File: src/hw/rtl/mh64v1_pkg.sv
// Shared types, constants and micro-program for the MetroHash64 variant 1 engine.
`default_nettype none
package mh64v1_pkg;

    localparam logic [31:0] K0 = 32'hC83A91E1;
    localparam logic [31:0] K1 = 32'h8648DBDB;
    localparam logic [31:0] K2 = 32'h7BDEC03B;
    localparam logic [31:0] K3 = 32'h2F5870A5;
    localparam logic [31:0] SEED_RESET = 32'd233;

    localparam int NSEG = 9;
    localparam int PC_W = 7;

    localparam logic [3:0] SEG_INIT = 4'd0;
    localparam logic [3:0] SEG_LANE = 4'd1;
    localparam logic [3:0] SEG_FOLD = 4'd2;
    localparam logic [3:0] SEG_T2   = 4'd3;
    localparam logic [3:0] SEG_T1   = 4'd4;
    localparam logic [3:0] SEG_P4   = 4'd5;
    localparam logic [3:0] SEG_P2   = 4'd6;
    localparam logic [3:0] SEG_P1   = 4'd7;
    localparam logic [3:0] SEG_FIN  = 4'd8;

    typedef enum logic [1:0] {
        OP_ADD = 2'd0,
        OP_XOR = 2'd1,
        OP_SHR = 2'd2,
        OP_MUL = 2'd3
    } t_op;

    typedef enum logic [4:0] {
        R_V0   = 5'd0,
        R_V1   = 5'd1,
        R_V2   = 5'd2,
        R_V3   = 5'd3,
        R_H    = 5'd4,
        R_A    = 5'd5,
        R_B    = 5'd6,
        R_T    = 5'd7,
        R_DATA = 5'd8,
        R_W0   = 5'd9,
        R_W1   = 5'd10,
        R_W2   = 5'd11,
        R_WT1  = 5'd12,
        R_SEED = 5'd13,
        R_LEN  = 5'd14,
        R_KC   = 5'd15,
        R_ZERO = 5'd16,
        R_P32  = 5'd17,
        R_P16  = 5'd18,
        R_P8   = 5'd19
    } t_reg;

    typedef struct packed {
        t_op        op;
        t_reg       dst;
        t_reg       sa;
        t_reg       sb;
        logic [5:0] rot;
        logic [1:0] k;
        logic       fin;
    } t_uop;

    function automatic logic [31:0] kconst(input logic [1:0] k);
        case (k)
            2'd0:    kconst = K0;
            2'd1:    kconst = K1;
            2'd2:    kconst = K2;
            default: kconst = K3;
        endcase
    endfunction

    function automatic t_uop mk(input t_op op, input t_reg dst, input t_reg sa,
                                input t_reg sb, input logic [5:0] rot,
                                input logic [1:0] k, input logic fin);
        t_uop u;
        u.op  = op;
        u.dst = dst;
        u.sa  = sa;
        u.sb  = sb;
        u.rot = rot;
        u.k   = k;
        u.fin = fin;
        return u;
    endfunction

    function automatic logic [PC_W-1:0] seg_start(input logic [3:0] seg);
        case (seg)
            SEG_INIT: seg_start = 7'd0;
            SEG_LANE: seg_start = 7'd7;
            SEG_FOLD: seg_start = 7'd19;
            SEG_T2:   seg_start = 7'd41;
            SEG_T1:   seg_start = 7'd54;
            SEG_P4:   seg_start = 7'd58;
            SEG_P2:   seg_start = 7'd63;
            SEG_P1:   seg_start = 7'd68;
            SEG_FIN:  seg_start = 7'd72;
            default:  seg_start = 7'd72;
        endcase
    endfunction

    function automatic logic [3:0] first_seg(input logic [NSEG-1:0] mask);
        logic [3:0] idx;
        idx = SEG_FIN;
        for (int i = NSEG - 1; i >= 0; i--) begin
            if (mask[i]) begin
                idx = 4'(i);
            end
        end
        return idx;
    endfunction

    function automatic t_uop uop(input logic [PC_W-1:0] pc);
        case (pc)
            7'd0:  uop = mk(OP_ADD, R_T,  R_SEED, R_KC,   6'd0,  2'd2, 1'b0);
            7'd1:  uop = mk(OP_MUL, R_T,  R_T,    R_ZERO, 6'd0,  2'd0, 1'b0);
            7'd2:  uop = mk(OP_ADD, R_H,  R_T,    R_LEN,  6'd0,  2'd0, 1'b0);
            7'd3:  uop = mk(OP_ADD, R_V0, R_H,    R_ZERO, 6'd0,  2'd0, 1'b0);
            7'd4:  uop = mk(OP_ADD, R_V1, R_H,    R_ZERO, 6'd0,  2'd0, 1'b0);
            7'd5:  uop = mk(OP_ADD, R_V2, R_H,    R_ZERO, 6'd0,  2'd0, 1'b0);
            7'd6:  uop = mk(OP_ADD, R_V3, R_H,    R_ZERO, 6'd0,  2'd0, 1'b1);
            7'd7:  uop = mk(OP_MUL, R_T,  R_W0,   R_ZERO, 6'd0,  2'd0, 1'b0);
            7'd8:  uop = mk(OP_ADD, R_V0, R_V0,   R_T,    6'd0,  2'd0, 1'b0);
            7'd9:  uop = mk(OP_ADD, R_V0, R_V0,   R_V2,   6'd29, 2'd0, 1'b0);
            7'd10: uop = mk(OP_MUL, R_T,  R_W1,   R_ZERO, 6'd0,  2'd1, 1'b0);
            7'd11: uop = mk(OP_ADD, R_V1, R_V1,   R_T,    6'd0,  2'd0, 1'b0);
            7'd12: uop = mk(OP_ADD, R_V1, R_V1,   R_V3,   6'd29, 2'd0, 1'b0);
            7'd13: uop = mk(OP_MUL, R_T,  R_W2,   R_ZERO, 6'd0,  2'd2, 1'b0);
            7'd14: uop = mk(OP_ADD, R_V2, R_V2,   R_T,    6'd0,  2'd0, 1'b0);
            7'd15: uop = mk(OP_ADD, R_V2, R_V2,   R_V0,   6'd29, 2'd0, 1'b0);
            7'd16: uop = mk(OP_MUL, R_T,  R_DATA, R_ZERO, 6'd0,  2'd3, 1'b0);
            7'd17: uop = mk(OP_ADD, R_V3, R_V3,   R_T,    6'd0,  2'd0, 1'b0);
            7'd18: uop = mk(OP_ADD, R_V3, R_V3,   R_V1,   6'd29, 2'd0, 1'b1);
            7'd19: uop = mk(OP_ADD, R_T,  R_V0,   R_V3,   6'd0,  2'd0, 1'b0);
            7'd20: uop = mk(OP_MUL, R_T,  R_T,    R_ZERO, 6'd0,  2'd0, 1'b0);
            7'd21: uop = mk(OP_ADD, R_T,  R_T,    R_V1,   6'd0,  2'd0, 1'b0);
            7'd22: uop = mk(OP_MUL, R_T,  R_T,    R_ZERO, 6'd33, 2'd1, 1'b0);
            7'd23: uop = mk(OP_XOR, R_V2, R_V2,   R_T,    6'd0,  2'd0, 1'b0);
            7'd24: uop = mk(OP_ADD, R_T,  R_V1,   R_V2,   6'd0,  2'd0, 1'b0);
            7'd25: uop = mk(OP_MUL, R_T,  R_T,    R_ZERO, 6'd0,  2'd1, 1'b0);
            7'd26: uop = mk(OP_ADD, R_T,  R_T,    R_V0,   6'd0,  2'd0, 1'b0);
            7'd27: uop = mk(OP_MUL, R_T,  R_T,    R_ZERO, 6'd33, 2'd0, 1'b0);
            7'd28: uop = mk(OP_XOR, R_V3, R_V3,   R_T,    6'd0,  2'd0, 1'b0);
            7'd29: uop = mk(OP_ADD, R_T,  R_V0,   R_V2,   6'd0,  2'd0, 1'b0);
            7'd30: uop = mk(OP_MUL, R_T,  R_T,    R_ZERO, 6'd0,  2'd0, 1'b0);
            7'd31: uop = mk(OP_ADD, R_T,  R_T,    R_V3,   6'd0,  2'd0, 1'b0);
            7'd32: uop = mk(OP_MUL, R_T,  R_T,    R_ZERO, 6'd33, 2'd1, 1'b0);
            7'd33: uop = mk(OP_XOR, R_V0, R_V0,   R_T,    6'd0,  2'd0, 1'b0);
            7'd34: uop = mk(OP_ADD, R_T,  R_V1,   R_V3,   6'd0,  2'd0, 1'b0);
            7'd35: uop = mk(OP_MUL, R_T,  R_T,    R_ZERO, 6'd0,  2'd1, 1'b0);
            7'd36: uop = mk(OP_ADD, R_T,  R_T,    R_V2,   6'd0,  2'd0, 1'b0);
            7'd37: uop = mk(OP_MUL, R_T,  R_T,    R_ZERO, 6'd33, 2'd0, 1'b0);
            7'd38: uop = mk(OP_XOR, R_V1, R_V1,   R_T,    6'd0,  2'd0, 1'b0);
            7'd39: uop = mk(OP_XOR, R_T,  R_V0,   R_V1,   6'd0,  2'd0, 1'b0);
            7'd40: uop = mk(OP_ADD, R_H,  R_H,    R_T,    6'd0,  2'd0, 1'b1);
            7'd41: uop = mk(OP_MUL, R_A,  R_W0,   R_ZERO, 6'd0,  2'd0, 1'b0);
            7'd42: uop = mk(OP_ADD, R_A,  R_A,    R_H,    6'd0,  2'd0, 1'b0);
            7'd43: uop = mk(OP_MUL, R_A,  R_A,    R_ZERO, 6'd33, 2'd1, 1'b0);
            7'd44: uop = mk(OP_MUL, R_B,  R_W1,   R_ZERO, 6'd0,  2'd1, 1'b0);
            7'd45: uop = mk(OP_ADD, R_B,  R_B,    R_H,    6'd0,  2'd0, 1'b0);
            7'd46: uop = mk(OP_MUL, R_B,  R_B,    R_ZERO, 6'd33, 2'd2, 1'b0);
            7'd47: uop = mk(OP_MUL, R_T,  R_A,    R_ZERO, 6'd0,  2'd0, 1'b0);
            7'd48: uop = mk(OP_ADD, R_T,  R_T,    R_B,    6'd35, 2'd0, 1'b0);
            7'd49: uop = mk(OP_XOR, R_A,  R_A,    R_T,    6'd0,  2'd0, 1'b0);
            7'd50: uop = mk(OP_MUL, R_T,  R_B,    R_ZERO, 6'd0,  2'd3, 1'b0);
            7'd51: uop = mk(OP_ADD, R_T,  R_T,    R_A,    6'd35, 2'd0, 1'b0);
            7'd52: uop = mk(OP_XOR, R_B,  R_B,    R_T,    6'd0,  2'd0, 1'b0);
            7'd53: uop = mk(OP_ADD, R_H,  R_H,    R_B,    6'd0,  2'd0, 1'b1);
            7'd54: uop = mk(OP_MUL, R_T,  R_WT1,  R_ZERO, 6'd0,  2'd3, 1'b0);
            7'd55: uop = mk(OP_ADD, R_H,  R_H,    R_T,    6'd0,  2'd0, 1'b0);
            7'd56: uop = mk(OP_MUL, R_T,  R_H,    R_ZERO, 6'd33, 2'd1, 1'b0);
            7'd57: uop = mk(OP_XOR, R_H,  R_H,    R_T,    6'd0,  2'd0, 1'b1);
            7'd58: uop = mk(OP_MUL, R_T,  R_P32,  R_ZERO, 6'd0,  2'd3, 1'b0);
            7'd59: uop = mk(OP_ADD, R_H,  R_H,    R_T,    6'd0,  2'd0, 1'b0);
            7'd60: uop = mk(OP_MUL, R_T,  R_H,    R_ZERO, 6'd15, 2'd1, 1'b0);
            7'd61: uop = mk(OP_XOR, R_H,  R_H,    R_T,    6'd0,  2'd0, 1'b0);
            7'd62: uop = mk(OP_SHR, R_DATA, R_DATA, R_ZERO, 6'd32, 2'd0, 1'b1);
            7'd63: uop = mk(OP_MUL, R_T,  R_P16,  R_ZERO, 6'd0,  2'd3, 1'b0);
            7'd64: uop = mk(OP_ADD, R_H,  R_H,    R_T,    6'd0,  2'd0, 1'b0);
            7'd65: uop = mk(OP_MUL, R_T,  R_H,    R_ZERO, 6'd13, 2'd1, 1'b0);
            7'd66: uop = mk(OP_XOR, R_H,  R_H,    R_T,    6'd0,  2'd0, 1'b0);
            7'd67: uop = mk(OP_SHR, R_DATA, R_DATA, R_ZERO, 6'd16, 2'd0, 1'b1);
            7'd68: uop = mk(OP_MUL, R_T,  R_P8,   R_ZERO, 6'd0,  2'd3, 1'b0);
            7'd69: uop = mk(OP_ADD, R_H,  R_H,    R_T,    6'd0,  2'd0, 1'b0);
            7'd70: uop = mk(OP_MUL, R_T,  R_H,    R_ZERO, 6'd25, 2'd1, 1'b0);
            7'd71: uop = mk(OP_XOR, R_H,  R_H,    R_T,    6'd0,  2'd0, 1'b1);
            7'd72: uop = mk(OP_XOR, R_H,  R_H,    R_H,    6'd33, 2'd0, 1'b0);
            7'd73: uop = mk(OP_MUL, R_H,  R_H,    R_ZERO, 6'd0,  2'd0, 1'b0);
            7'd74: uop = mk(OP_XOR, R_H,  R_H,    R_H,    6'd33, 2'd0, 1'b1);
            default: uop = mk(OP_XOR, R_H, R_H,   R_H,    6'd33, 2'd0, 1'b1);
        endcase
    endfunction

endpackage
`default_nettype wire

File: src/hw/rtl/mh64v1_alu.sv
// Shared rotate / add / xor / shift / two-pass 64x32 multiply unit.
`default_nettype none
module mh64v1_alu (
    input  wire logic             i_clk,
    input  wire mh64v1_pkg::t_uop i_uop,
    input  wire logic             i_mul_hi,
    input  wire logic [63:0]      i_a,
    input  wire logic [63:0]      i_b,
    output logic [63:0]           o_res
);
    logic [127:0] dbl;
    logic [63:0]  ra;
    logic [31:0]  mop;
    logic [63:0]  prod;
    logic [63:0]  r_prod;

    assign dbl  = {i_a, i_a} >> i_uop.rot;
    assign ra   = dbl[63:0];
    assign mop  = i_mul_hi ? ra[63:32] : ra[31:0];
    assign prod = mop * mh64v1_pkg::kconst(i_uop.k);

    always_ff @(posedge i_clk) begin
        if (!i_mul_hi) begin
            r_prod <= prod;
        end
    end

    always_comb begin
        case (i_uop.op)
            mh64v1_pkg::OP_ADD: o_res = ra + i_b;
            mh64v1_pkg::OP_XOR: o_res = ra ^ i_b;
            mh64v1_pkg::OP_SHR: o_res = i_a >> i_uop.rot;
            mh64v1_pkg::OP_MUL: o_res = r_prod + {prod[31:0], 32'd0};
            default:            o_res = ra;
        endcase
    end
endmodule
`default_nettype wire

File: src/hw/rtl/metrohash64_variant1_top.sv
// Top level of the MetroHash64 variant 1 streaming hash engine.
// Message words enter on the slave stream, one request at a time; the block is busy while
// a micro-program runs on one shared 64-bit unit (rotate, add, xor, shift and a 32x32
// multiplier used twice per 64x32 product). A non-last word that only fills the buffer
// runs no steps; the first word of a message adds seeding steps; the word that completes
// a 32-byte group runs the lane steps; the last word runs the fold and tail steps it needs
// and the final mix, then the output register is loaded once it is free. The hash leaves
// through that register, so the next message may start while it waits.
`default_nettype none
module metrohash64_variant1_top (
    input  wire logic          i_clk,
    input  wire logic          i_rst_n,
    input  wire logic          i_cfg_wr_en,
    input  wire logic [31:0]   i_cfg_wr_data,
    input  wire logic          i_s_axis_tvalid,
    output logic               o_s_axis_tready,
    // [63:0] data_word, [67:64] byte_count, [131:68] message_length, [135:132] zero
    input  wire logic [135:0]  i_s_axis_tdata,
    input  wire logic          i_s_axis_tlast,
    output logic               o_m_axis_tvalid,
    input  wire logic          i_m_axis_tready,
    // [63:0] hash_value
    output logic [63:0]        o_m_axis_tdata
);
    typedef enum logic [2:0] {
        ST_IDLE = 3'b001,
        ST_RUN  = 3'b010,
        ST_EMIT = 3'b100
    } t_state;

    t_state r_state, n_state;
    logic [31:0] r_seed;
    logic [63:0] r_v0, r_v1, r_v2, r_v3, r_h, r_a, r_b, r_t, r_data, r_len;
    logic [63:0] r_w0, r_w1, r_w2;
    logic [1:0]  r_bcnt, n_bcnt;
    logic        r_bs, n_bs;
    logic        r_start;
    logic        r_wt1_sel;
    logic        r_last;
    logic [mh64v1_pkg::NSEG-1:0]  r_mask, n_mask;
    logic [mh64v1_pkg::PC_W-1:0]  r_pc;
    logic        r_mul_hi;
    logic        r_ovalid;
    logic [63:0] r_odata;

    logic        acc;
    logic [63:0] in_data, in_len;
    logic [3:0]  in_bc, bc_c;
    logic        full, lane;
    logic [1:0]  bc_eff, n_cnt;
    logic        bs_eff;
    mh64v1_pkg::t_uop cur;
    logic [63:0] op_a, op_b, res;
    logic        step_done;
    logic [mh64v1_pkg::NSEG-1:0] rest;
    logic        out_free;

    assign acc     = i_s_axis_tvalid && o_s_axis_tready;
    assign in_data = i_s_axis_tdata[63:0];
    assign in_bc   = i_s_axis_tdata[67:64];
    assign in_len  = i_s_axis_tdata[131:68];
    assign bc_c    = (in_bc > 4'd8) ? 4'd8 : in_bc;
    assign full    = !i_s_axis_tlast || (bc_c == 4'd8);
    assign bc_eff  = r_start ? 2'd0 : r_bcnt;
    assign bs_eff  = r_start ? 1'b0 : r_bs;
    assign lane    = full && (bc_eff == 2'd3);
    assign n_cnt   = lane ? 2'd0 : (full ? bc_eff + 2'd1 : bc_eff);

    always_comb begin
        n_mask = '0;
        n_mask[mh64v1_pkg::SEG_INIT] = r_start;
        n_mask[mh64v1_pkg::SEG_LANE] = lane;
        n_mask[mh64v1_pkg::SEG_FOLD] = i_s_axis_tlast && (bs_eff || lane);
        n_mask[mh64v1_pkg::SEG_T2]   = i_s_axis_tlast && n_cnt[1];
        n_mask[mh64v1_pkg::SEG_T1]   = i_s_axis_tlast && n_cnt[0];
        n_mask[mh64v1_pkg::SEG_P4]   = i_s_axis_tlast && !full && bc_c[2];
        n_mask[mh64v1_pkg::SEG_P2]   = i_s_axis_tlast && !full && bc_c[1];
        n_mask[mh64v1_pkg::SEG_P1]   = i_s_axis_tlast && !full && bc_c[0];
        n_mask[mh64v1_pkg::SEG_FIN]  = i_s_axis_tlast;
        n_bcnt = n_cnt;
        n_bs   = bs_eff || lane;
    end

    assign cur       = mh64v1_pkg::uop(r_pc);
    assign step_done = (cur.op != mh64v1_pkg::OP_MUL) || r_mul_hi;
    assign rest      = r_mask & (r_mask - 1'b1);
    assign out_free  = !r_ovalid || i_m_axis_tready;

    function automatic logic [63:0] pick(input mh64v1_pkg::t_reg sel,
                                         input logic [63:0] v0, input logic [63:0] v1,
                                         input logic [63:0] v2, input logic [63:0] v3,
                                         input logic [63:0] h, input logic [63:0] a,
                                         input logic [63:0] b, input logic [63:0] t,
                                         input logic [63:0] d, input logic [63:0] w0,
                                         input logic [63:0] w1, input logic [63:0] w2,
                                         input logic wsel, input logic [31:0] sd,
                                         input logic [63:0] ln, input logic [1:0] k);
        case (sel)
            mh64v1_pkg::R_V0:   pick = v0;
            mh64v1_pkg::R_V1:   pick = v1;
            mh64v1_pkg::R_V2:   pick = v2;
            mh64v1_pkg::R_V3:   pick = v3;
            mh64v1_pkg::R_H:    pick = h;
            mh64v1_pkg::R_A:    pick = a;
            mh64v1_pkg::R_B:    pick = b;
            mh64v1_pkg::R_T:    pick = t;
            mh64v1_pkg::R_DATA: pick = d;
            mh64v1_pkg::R_W0:   pick = w0;
            mh64v1_pkg::R_W1:   pick = w1;
            mh64v1_pkg::R_W2:   pick = w2;
            mh64v1_pkg::R_WT1:  pick = wsel ? w2 : w0;
            mh64v1_pkg::R_SEED: pick = {32'd0, sd};
            mh64v1_pkg::R_LEN:  pick = ln;
            mh64v1_pkg::R_KC:   pick = {32'd0, mh64v1_pkg::kconst(k)};
            mh64v1_pkg::R_P32:  pick = {32'd0, d[31:0]};
            mh64v1_pkg::R_P16:  pick = {48'd0, d[15:0]};
            mh64v1_pkg::R_P8:   pick = {56'd0, d[7:0]};
            default:            pick = 64'd0;
        endcase
    endfunction

    assign op_a = pick(cur.sa, r_v0, r_v1, r_v2, r_v3, r_h, r_a, r_b, r_t, r_data,
                       r_w0, r_w1, r_w2, r_wt1_sel, r_seed, r_len, cur.k);
    assign op_b = pick(cur.sb, r_v0, r_v1, r_v2, r_v3, r_h, r_a, r_b, r_t, r_data,
                       r_w0, r_w1, r_w2, r_wt1_sel, r_seed, r_len, cur.k);

    mh64v1_alu u_alu (
        .i_clk    (i_clk),
        .i_uop    (cur),
        .i_mul_hi (r_mul_hi),
        .i_a      (op_a),
        .i_b      (op_b),
        .o_res    (res)
    );

    always_comb begin
        n_state = r_state;
        case (r_state)
            ST_IDLE: begin
                if (acc && (n_mask != '0)) begin
                    n_state = ST_RUN;
                end
            end
            ST_RUN: begin
                if (step_done && cur.fin && (rest == '0)) begin
                    n_state = r_last ? ST_EMIT : ST_IDLE;
                end
            end
            ST_EMIT: begin
                if (out_free) begin
                    n_state = ST_IDLE;
                end
            end
            default: n_state = ST_IDLE;
        endcase
    end

    assign o_s_axis_tready = (r_state == ST_IDLE);
    assign o_m_axis_tvalid = r_ovalid;
    assign o_m_axis_tdata  = r_odata;

    always_ff @(posedge i_clk) begin
        if (!i_rst_n) begin
            r_state  <= ST_IDLE;
            r_seed   <= mh64v1_pkg::SEED_RESET;
            r_bcnt   <= 2'd0;
            r_bs     <= 1'b0;
            r_start  <= 1'b1;
            r_mask   <= '0;
            r_pc     <= '0;
            r_mul_hi <= 1'b0;
            r_ovalid <= 1'b0;
            r_last   <= 1'b0;
        end else begin
            r_state <= n_state;
            if (i_cfg_wr_en) begin
                r_seed <= i_cfg_wr_data;
            end
            if (r_state == ST_EMIT && out_free) begin
                r_ovalid <= 1'b1;
            end else if (i_m_axis_tready) begin
                r_ovalid <= 1'b0;
            end
            case (r_state)
                ST_IDLE: begin
                    if (acc) begin
                        r_start  <= 1'b0;
                        r_bcnt   <= n_bcnt;
                        r_bs     <= n_bs;
                        r_last   <= i_s_axis_tlast;
                        r_mask   <= n_mask;
                        r_pc     <= mh64v1_pkg::seg_start(mh64v1_pkg::first_seg(n_mask));
                        r_mul_hi <= 1'b0;
                    end
                end
                ST_RUN: begin
                    if (cur.op == mh64v1_pkg::OP_MUL) begin
                        r_mul_hi <= !r_mul_hi;
                    end
                    if (step_done) begin
                        if (cur.fin) begin
                            r_mask <= rest;
                            r_pc   <= mh64v1_pkg::seg_start(mh64v1_pkg::first_seg(rest));
                        end else begin
                            r_pc <= r_pc + 1'b1;
                        end
                    end
                end
                ST_EMIT: begin
                    if (out_free) begin
                        r_start  <= 1'b1;
                        r_bcnt   <= 2'd0;
                        r_bs     <= 1'b0;
                    end
                end
                default: r_mask <= '0;
            endcase
        end
    end

    always_ff @(posedge i_clk) begin
        if (r_state == ST_EMIT && out_free) begin
            r_odata <= r_h;
        end
        if (acc) begin
            r_data    <= in_data;
            r_wt1_sel <= (n_cnt == 2'd3);
            if (r_start) begin
                r_len <= in_len;
            end
            if (full && !lane) begin
                case (bc_eff)
                    2'd0:    r_w0 <= in_data;
                    2'd1:    r_w1 <= in_data;
                    default: r_w2 <= in_data;
                endcase
            end
        end else if (r_state == ST_RUN && step_done) begin
            case (cur.dst)
                mh64v1_pkg::R_V0:   r_v0   <= res;
                mh64v1_pkg::R_V1:   r_v1   <= res;
                mh64v1_pkg::R_V2:   r_v2   <= res;
                mh64v1_pkg::R_V3:   r_v3   <= res;
                mh64v1_pkg::R_H:    r_h    <= res;
                mh64v1_pkg::R_A:    r_a    <= res;
                mh64v1_pkg::R_B:    r_b    <= res;
                mh64v1_pkg::R_T:    r_t    <= res;
                mh64v1_pkg::R_DATA: r_data <= res;
                default:            r_t    <= r_t;
            endcase
        end
    end
endmodule
`default_nettype wire
File: config.mk
export PLATFORM = sky130hd
export DESIGN_NAME = metrohash64_variant1_top
export DESIGN_NICKNAME = d
export VERILOG_FILES = /design/src/hw/rtl/mh64v1_pkg.sv /design/src/hw/rtl/mh64v1_alu.sv /design/src/hw/rtl/metrohash64_variant1_top.sv
export SDC_FILE = /design/constraint.sdc
export NUM_CORES = 2
export LEC_CHECK = 0
export ABC_AREA = 1
export BUFFER_PORTS_ARGS = -buffer_cell sky130_fd_sc_hd__buf_2
export CAP_MARGIN = 20
export CORE_MARGIN = 10
export CORE_UTILIZATION = 40
export DETAILED_ROUTE_END_ITERATION = 10
export PLACE_DENSITY = 0.63
export SLEW_MARGIN = 20
export SYNTH_ARGS = -nofsm -noshare
export SYNTH_HDL_FRONTEND = slang
export SYNTH_SLANG_ARGS = --single-unit
File: constraint.sdc
create_clock -name i_clk -period 17.1 [get_ports i_clk]
set_input_delay 3.42 -clock i_clk [delete_from_list [all_inputs] [get_ports i_clk]]
set_output_delay 3.42 -clock i_clk [all_outputs]
set_load 0.01 [all_outputs]
# Yosys cells after proc, flatten, opt, wreduce, memory -nomap -nowiden
# Memories as Yosys holds them, arrays and structs flattened. A register that Yosys moved wholly into a read port is not among the register bits.
# Cells that the tools add are included.
# totals
memories,3
reg_bits,1019
romBits,3424
input_bits,174
elab_cells,229
output_inout_bits,66
# mem_list
memory,depth,word_bits,rd,rd_clocked_by_memory_dff,wr,line,source
(no name shown),128,25,1,1,0,mh64v1_pkg.sv:114,case (pc)
(no name shown),16,7,1,0,0,mh64v1_pkg.sv:88,case (seg)
(no name shown),16,7,1,0,0,mh64v1_pkg.sv:88,
# classes
n_reduce_logical,57
bitwise,5
magnitude_cmp,1
mux,65
addsub,5
shift,2
multipliers,1
n_eq_ne,64
# op_table
cell,n
64-bit one-hot mux with 19 select lines,2
64-bit 2-to-1 mux,4
64-bit one-hot mux with 4 select lines,1
64-bit adder,2
128-bit by 6-bit >> shifter with 64-bit output,1
4-bit 2-to-1 mux,24
32-bit one-hot mux with 3 select lines,1
"5-bit by 4-bit equality test with 1-bit output, second input constant",17
32-bit by 32-bit multiplier with 64-bit output,1
64-bit by 6-bit >> shifter with 64-bit output,1
64-bit bitwise XOR,1
"5-bit by 3-bit equality test with 1-bit output, second input constant",12
3-bit AND reduction,15
7-bit 2-to-1 mux,5
32-bit 2-to-1 mux,1
"5-bit by 2-bit equality test with 1-bit output, second input constant",6
"5-bit equality test, second input constant",6
9-bit 2-to-1 mux,3
9-bit one-hot mux with 3 select lines,1
"5-bit by 1-bit equality test with 1-bit output, second input constant",3
1-bit logical AND,15
5-bit zero test,3
7-bit one-hot mux with 2 select lines,1
3-bit 2-to-1 mux,4
28 further kinds,70

# Depth between registers and ports, before layout
# An unclocked memory read counts as a cell.
# depth
ltp_word,23
depth_mapped,69
depth_no_buf,66

# By module
# Synthesis repeated with hierarchy kept, for this count alone.
# unflattened
hier_cells,10739
hier_area_um2,91940.7
# by_module_without_submodules
mod,instances,area_per_inst_um2,cells_per_inst,seq_area_each_um2
mh64v1_alu,1,46049.2,6367,1921.8
metrohash64_variant1_top,1,45891.5,4372,28597.4

# Worst setup path before layout
# OpenSTA, ideal clock, no wires.
# synth_path
kind,reg-to-reg
from,register r_mul_hi
to,register r_data[63] (data pin)
path_buffers,2
path_slack_ps,6543
stages_incl_launch_ff,41
arrival_ps,10305
setup_time_ps,253
t_required_ps,16847
period_less_slack_ps,10557
path_cell_list,dfxtp_1 clkbuf_1 inv_1 buf_1 nand2_2 nand2_8 inv_2 nand2_1 fa_1 fa_1 inv_1 fa_1 inv_1 fa_1 inv_1 fa_1 fa_1 fa_1 (+5 left out) nor2_1 nand2_1 o311ai_0 a21o_1 xor2_1 ha_1 a21oi_1 o21ai_0 a211oi_1 o211ai_1 a21oi_1 o21ai_0 inv_1 nand2_1 inv_1 nand2_1 nand2_1 nand2_1
# synth_between
elab_chain_cells,7
# synth_rtl
element,line,source
from (decl),metrohash64_variant1_top.sv:42,logic r_mul_hi;
from (signal assigned),metrohash64_variant1_top.sv:198,r_mul_hi <= !r_mul_hi;
32-bit 2-to-1 mux,mh64v1_alu.sv:19,assign mop = i_mul_hi ? ra[63:32] : ra[31:0];
32-bit by 32-bit multiplier with 64-bit output,mh64v1_alu.sv:20,assign prod = mop * mh64v1_pkg::kconst(i_uop.k);
named net u_alu.prod[28],mh64v1_alu.sv:14,logic [63:0] prod;
64-bit adder,mh64v1_alu.sv:33,"mh64v1_pkg::OP_MUL: o_res = r_prod + {prod[31:0], 32'd0};"
64-bit one-hot mux with 4 select lines,mh64v1_alu.sv:29,case (i_uop.op)
named net res[63],metrohash64_variant1_top.sv:53,"logic [63:0] op_a, op_b, res;"
64-bit 2-to-1 mux,metrohash64_variant1_top.sv:239,case (cur.dst)
64-bit 2-to-1 mux,metrohash64_variant1_top.sv:238,end else if (r_state == ST_RUN && step_done) begin
64-bit 2-to-1 mux,metrohash64_variant1_top.sv:225,if (acc) begin
to (signal assigned),metrohash64_variant1_top.sv:226,r_data <= in_data;
to (signal assigned),metrohash64_variant1_top.sv:248,mh64v1_pkg::R_DATA: r_data <= res;
to (decl),metrohash64_variant1_top.sv:33,"logic [63:0] r_v0, r_v1, r_v2, r_v3, r_h, r_a, r_b, r_t, r_data, r_len;"
# The timed path passes the listed nets, and every way through them passes these cells. The select of a mux whose other input is x is not followed.
# A chain may end at the register's enable or synchronous reset.

# Worst setup path after layout
# layout_path
from,register cur[16] (netlist name)
to,register r_data[63] (data pin)
# layout_between
elab_chain_cells,10
word_cells_on_any_way,31
cone_classes,add/sub (2); mul (1); eq/ne (18); shift (2); mux (6); bitwise (1); reduce/logical (1)
# layout_rtl
element,line,source
5-bit equality test (tied with other cells),metrohash64_variant1_top.sv:98,case (sel)
64-bit one-hot mux with 19 select lines *,metrohash64_variant1_top.sv:98,
128-bit by 6-bit >> shifter with 64-bit output *,mh64v1_alu.sv:17,"assign dbl = {i_a, i_a} >> i_uop.rot;"
32-bit 2-to-1 mux *,mh64v1_alu.sv:19,
32-bit by 32-bit multiplier with 64-bit output *,mh64v1_alu.sv:20,
named net u_alu.prod[28],mh64v1_alu.sv:14,
64-bit adder *,mh64v1_alu.sv:33,
64-bit one-hot mux with 4 select lines *,mh64v1_alu.sv:29,
named net res[63],metrohash64_variant1_top.sv:53,
64-bit 2-to-1 mux *,metrohash64_variant1_top.sv:239,
64-bit 2-to-1 mux *,metrohash64_variant1_top.sv:238,
64-bit 2-to-1 mux *,metrohash64_variant1_top.sv:225,
# Mark *: on every way through the listed nets, which the timed path passes. The rest lies on a longest branch. The select of a mux whose other input is x is not followed.

==> flow_summary.json <==
{
  "dpl_worst_slack_ns": 2.308,
  "cp.required_ns": 17.67,
  "ys_types": 63,
  "status": "completed",
  "track_usage_pct": 36.84,
  "whs_path_depth": 2,
  "min_to": "r_bs",
  "grt_pass1_wl_mm": 659.7,
  "tns_ns": 0,
  "drtIter0Drc": 14830,
  "htreeDepth": 3,
  "netlist_area_mm2": 0.09319,
  "min_path_type": "flop to flop",
  "clockRootBuffer": "clkbuf_16",
  "grt_util_met2_pct": 49.70,
  "vias": 89340,
  "rr_startpoint": "cur[16]",
  "grt_busiest_layer": "met1",
  "cts_tree": "done",
  "post_cts_hold_buffer_count": 0,
  "finalCritPeriodShare_pct": 89.51,
  "rsz0062_at_grt": "false",
  "std_cell_rows": 177,
  "rr_worst_depth": 63,
  "dp_hpwl_mm": 364.2,
  "cts_sinks": 1044,
  "drv_cap": 0,
  "final_max_slew_viol_count": 0,
  "wire_per_inst_um": 32.81,
  "yosysSeqAreaShare_pct": 32.75,
  "hp-start": "r_bs",
  "critPathMostFrequentCell": "nand2_1",
  "cp_data_arrival_time_ns": 15.88,
  "drt_first_pass_iters": 10,
  "layout_min_cycle_time_ns": 15.31,
  "io_buffer_count": 235,
  "ctsResizeCount": 0,
  "synth_edf_count": 961,
  "syn_area_per_cell_um2": 8.208,
  "yosys_warnings": 0,
  "drc_errors": 0,
  "cts_buffers": 110,
  "critPathCaptureType": "flop",
  "startpoint_type": "flop",
  "use_met3_pct": 13.54,
  "rr_endpoint": "r_data[63]",
  "maxClockFrequency_mhz": 65.33,
  "gp_congestion": 1.067,
  "viasPerCell": 6.102,
  "antenna_found_initial": 53,
  "area_growth_pct": 9.909,
  "die_w_um": 502.7,
  "setup_ws_ns": 1.794,
  "grt_pass1_vias": 84950,
  "initial_utilization_pct": 40.11,
  "cts_setup_buffers": 0,
  "drive_gt1_share_pct": 8.217,
  "path_class": "flop to flop",
  "grt_start_max_net_pins": 111,
  "final.setup_skew_ns": 0.04740,
  "synth_nets": 12800,
  "worst_pin_slew_ns": 1.260,
  "cpMaxStageDelayCell": "nand2_1",
  "fillers": 22960,
  "insertion_delay_ns": 0.82,
  "synthArstFlopShare_pct": 0,
  "fin_hold_ws_ns": 0.4640,
  "max_stage_delay_ns": 0.93,
  "final_nets": 12930,
  "yosys_most_used_dff": "edfxtp_1",
  "relSlewSlack_pct": 15.74,
  "r2r_slack_ns": 1.79,
  "grtUsageMet1_pct": 50.45,
  "clkTransAtPathRegs_ns": 0.07,
  "fp.dieH_um": 502.7,
  "synth_cells": 11350,
  "clock_path_buffers": 3,
  "cp_max_fo": 10,
  "report.final.hold_viol_count": 0,
  "ant_nets": 0,
  "wl_mm": 480.4,
  "setup_viol": 0,
  "overflow": 0,
  "die_area_mm2": 0.2527,
  "core_mm2": 0.2323,
  "ios": 240,
  "synth-seq-cells": 1044
}
synth_stat cells (all sizes together) (200+ instances only):
cell	number	share of area [%]
a21oi	332	1.8
fa	832	18
nand3	1071	5.8
edfxtp	961	31
nand2	3086	12
nand4	200	1.3
nor2	977	4.4
inv	1730	7.0
o21ai	425	2.3
buf	236	1.2
clkbuf	241	0.97
ha	445	6.0
cells by family after synthesis:
group,synth area share (%)
and+or+nand+nor,24.61
buffers and inverters,9.232
adders and majority gates,23.85
AOI/OAI and AO/OA,8.514
DFF,32.75
xor gates and xnor gates,1.043
worst max path at each step:
stage,from,endpoint,slack [ns],depth (start not counted)
after global placement,cur[14],r_data[63],2.41,59
final,cur[16],r_data[63],1.79,63
after floorplan,r_mul_hi,r_data[63],6.54,40
after global routing,cur[14],r_data[63],1.28,66
after CTS,cur[14],r_data[63],2.24,59
after detailed placement,cur[14],r_data[63],2.31,59
area by class of cell:
| type | count | area (µm²) | share of cell area (%) |
|---|---|---|---|
| clock buffer | 137 | 2884 | 2.816 |
| inverter | 1744 | 6551 | 6.396 |
| tap | 3043 | 3807 | 3.717 |
| clock inverter | 66 | 824.5 | 0.8050 |
| multi-input combinational | 8088 | 54430 | 53.14 |
| timing repair buffer | 494 | 3333 | 3.254 |
| sequential | 1044 | 30530 | 29.81 |
| antenna | 26 | 65.06 | 0.06352 |
cell usage in the layout (no fill, tap or decap), types with 32 or more instances in the layout:
master,count
nand2_1,3067
inv_1,1629
nand3_1,1068
edfxtp_1,961
nor2_1,849
fa_1,832
ha_1,442
o21ai_0,379
a21oi_1,331
buf_4,242
buf_2,235
nand4_1,200
a221oi_1,152
clkbuf_16,110
inv_2,97
xor2_1,78
dfxtp_1,77
nor2_4,73
a22o_1,66
nor2_2,55
a31oi_1,45
o21ai_1,43
o2111ai_1,42
nor3_1,40
o211ai_1,35
xnor2_1,32
stage by stage:
stage	area, µm²	instances	util, %
detailed placement	98640	14410	42.46
CTS	102300	14620	44.05
finish	102400	14640	44.09
global placement	98630	14410	42.46
global route	102400	14630	44.07
floorplan	93190	11350	-
per-layer routing:
layer | vias up | wire (µm)
met5 | - | 237
met4 | 36 | 34410
met3 | 1536 | 71870
met2 | 7016 | 185500
met1 | 43400 | 188400
li1 | 37360 | -
critical path: cells and delay by family, from the launching register on:
kind | cells | cell delay, ns
buf+inv | 16 | 2.46
flops | 1 | 0.40
xor+xnor | 1 | 0.16
simple gates | 26 | 5.08
compound gates | 10 | 2.09
fa+ha+maj | 10 | 4.78
Power is not shown: default switching activity piles up to over one toggle a cycle in this logic, so the estimate is an artifact.
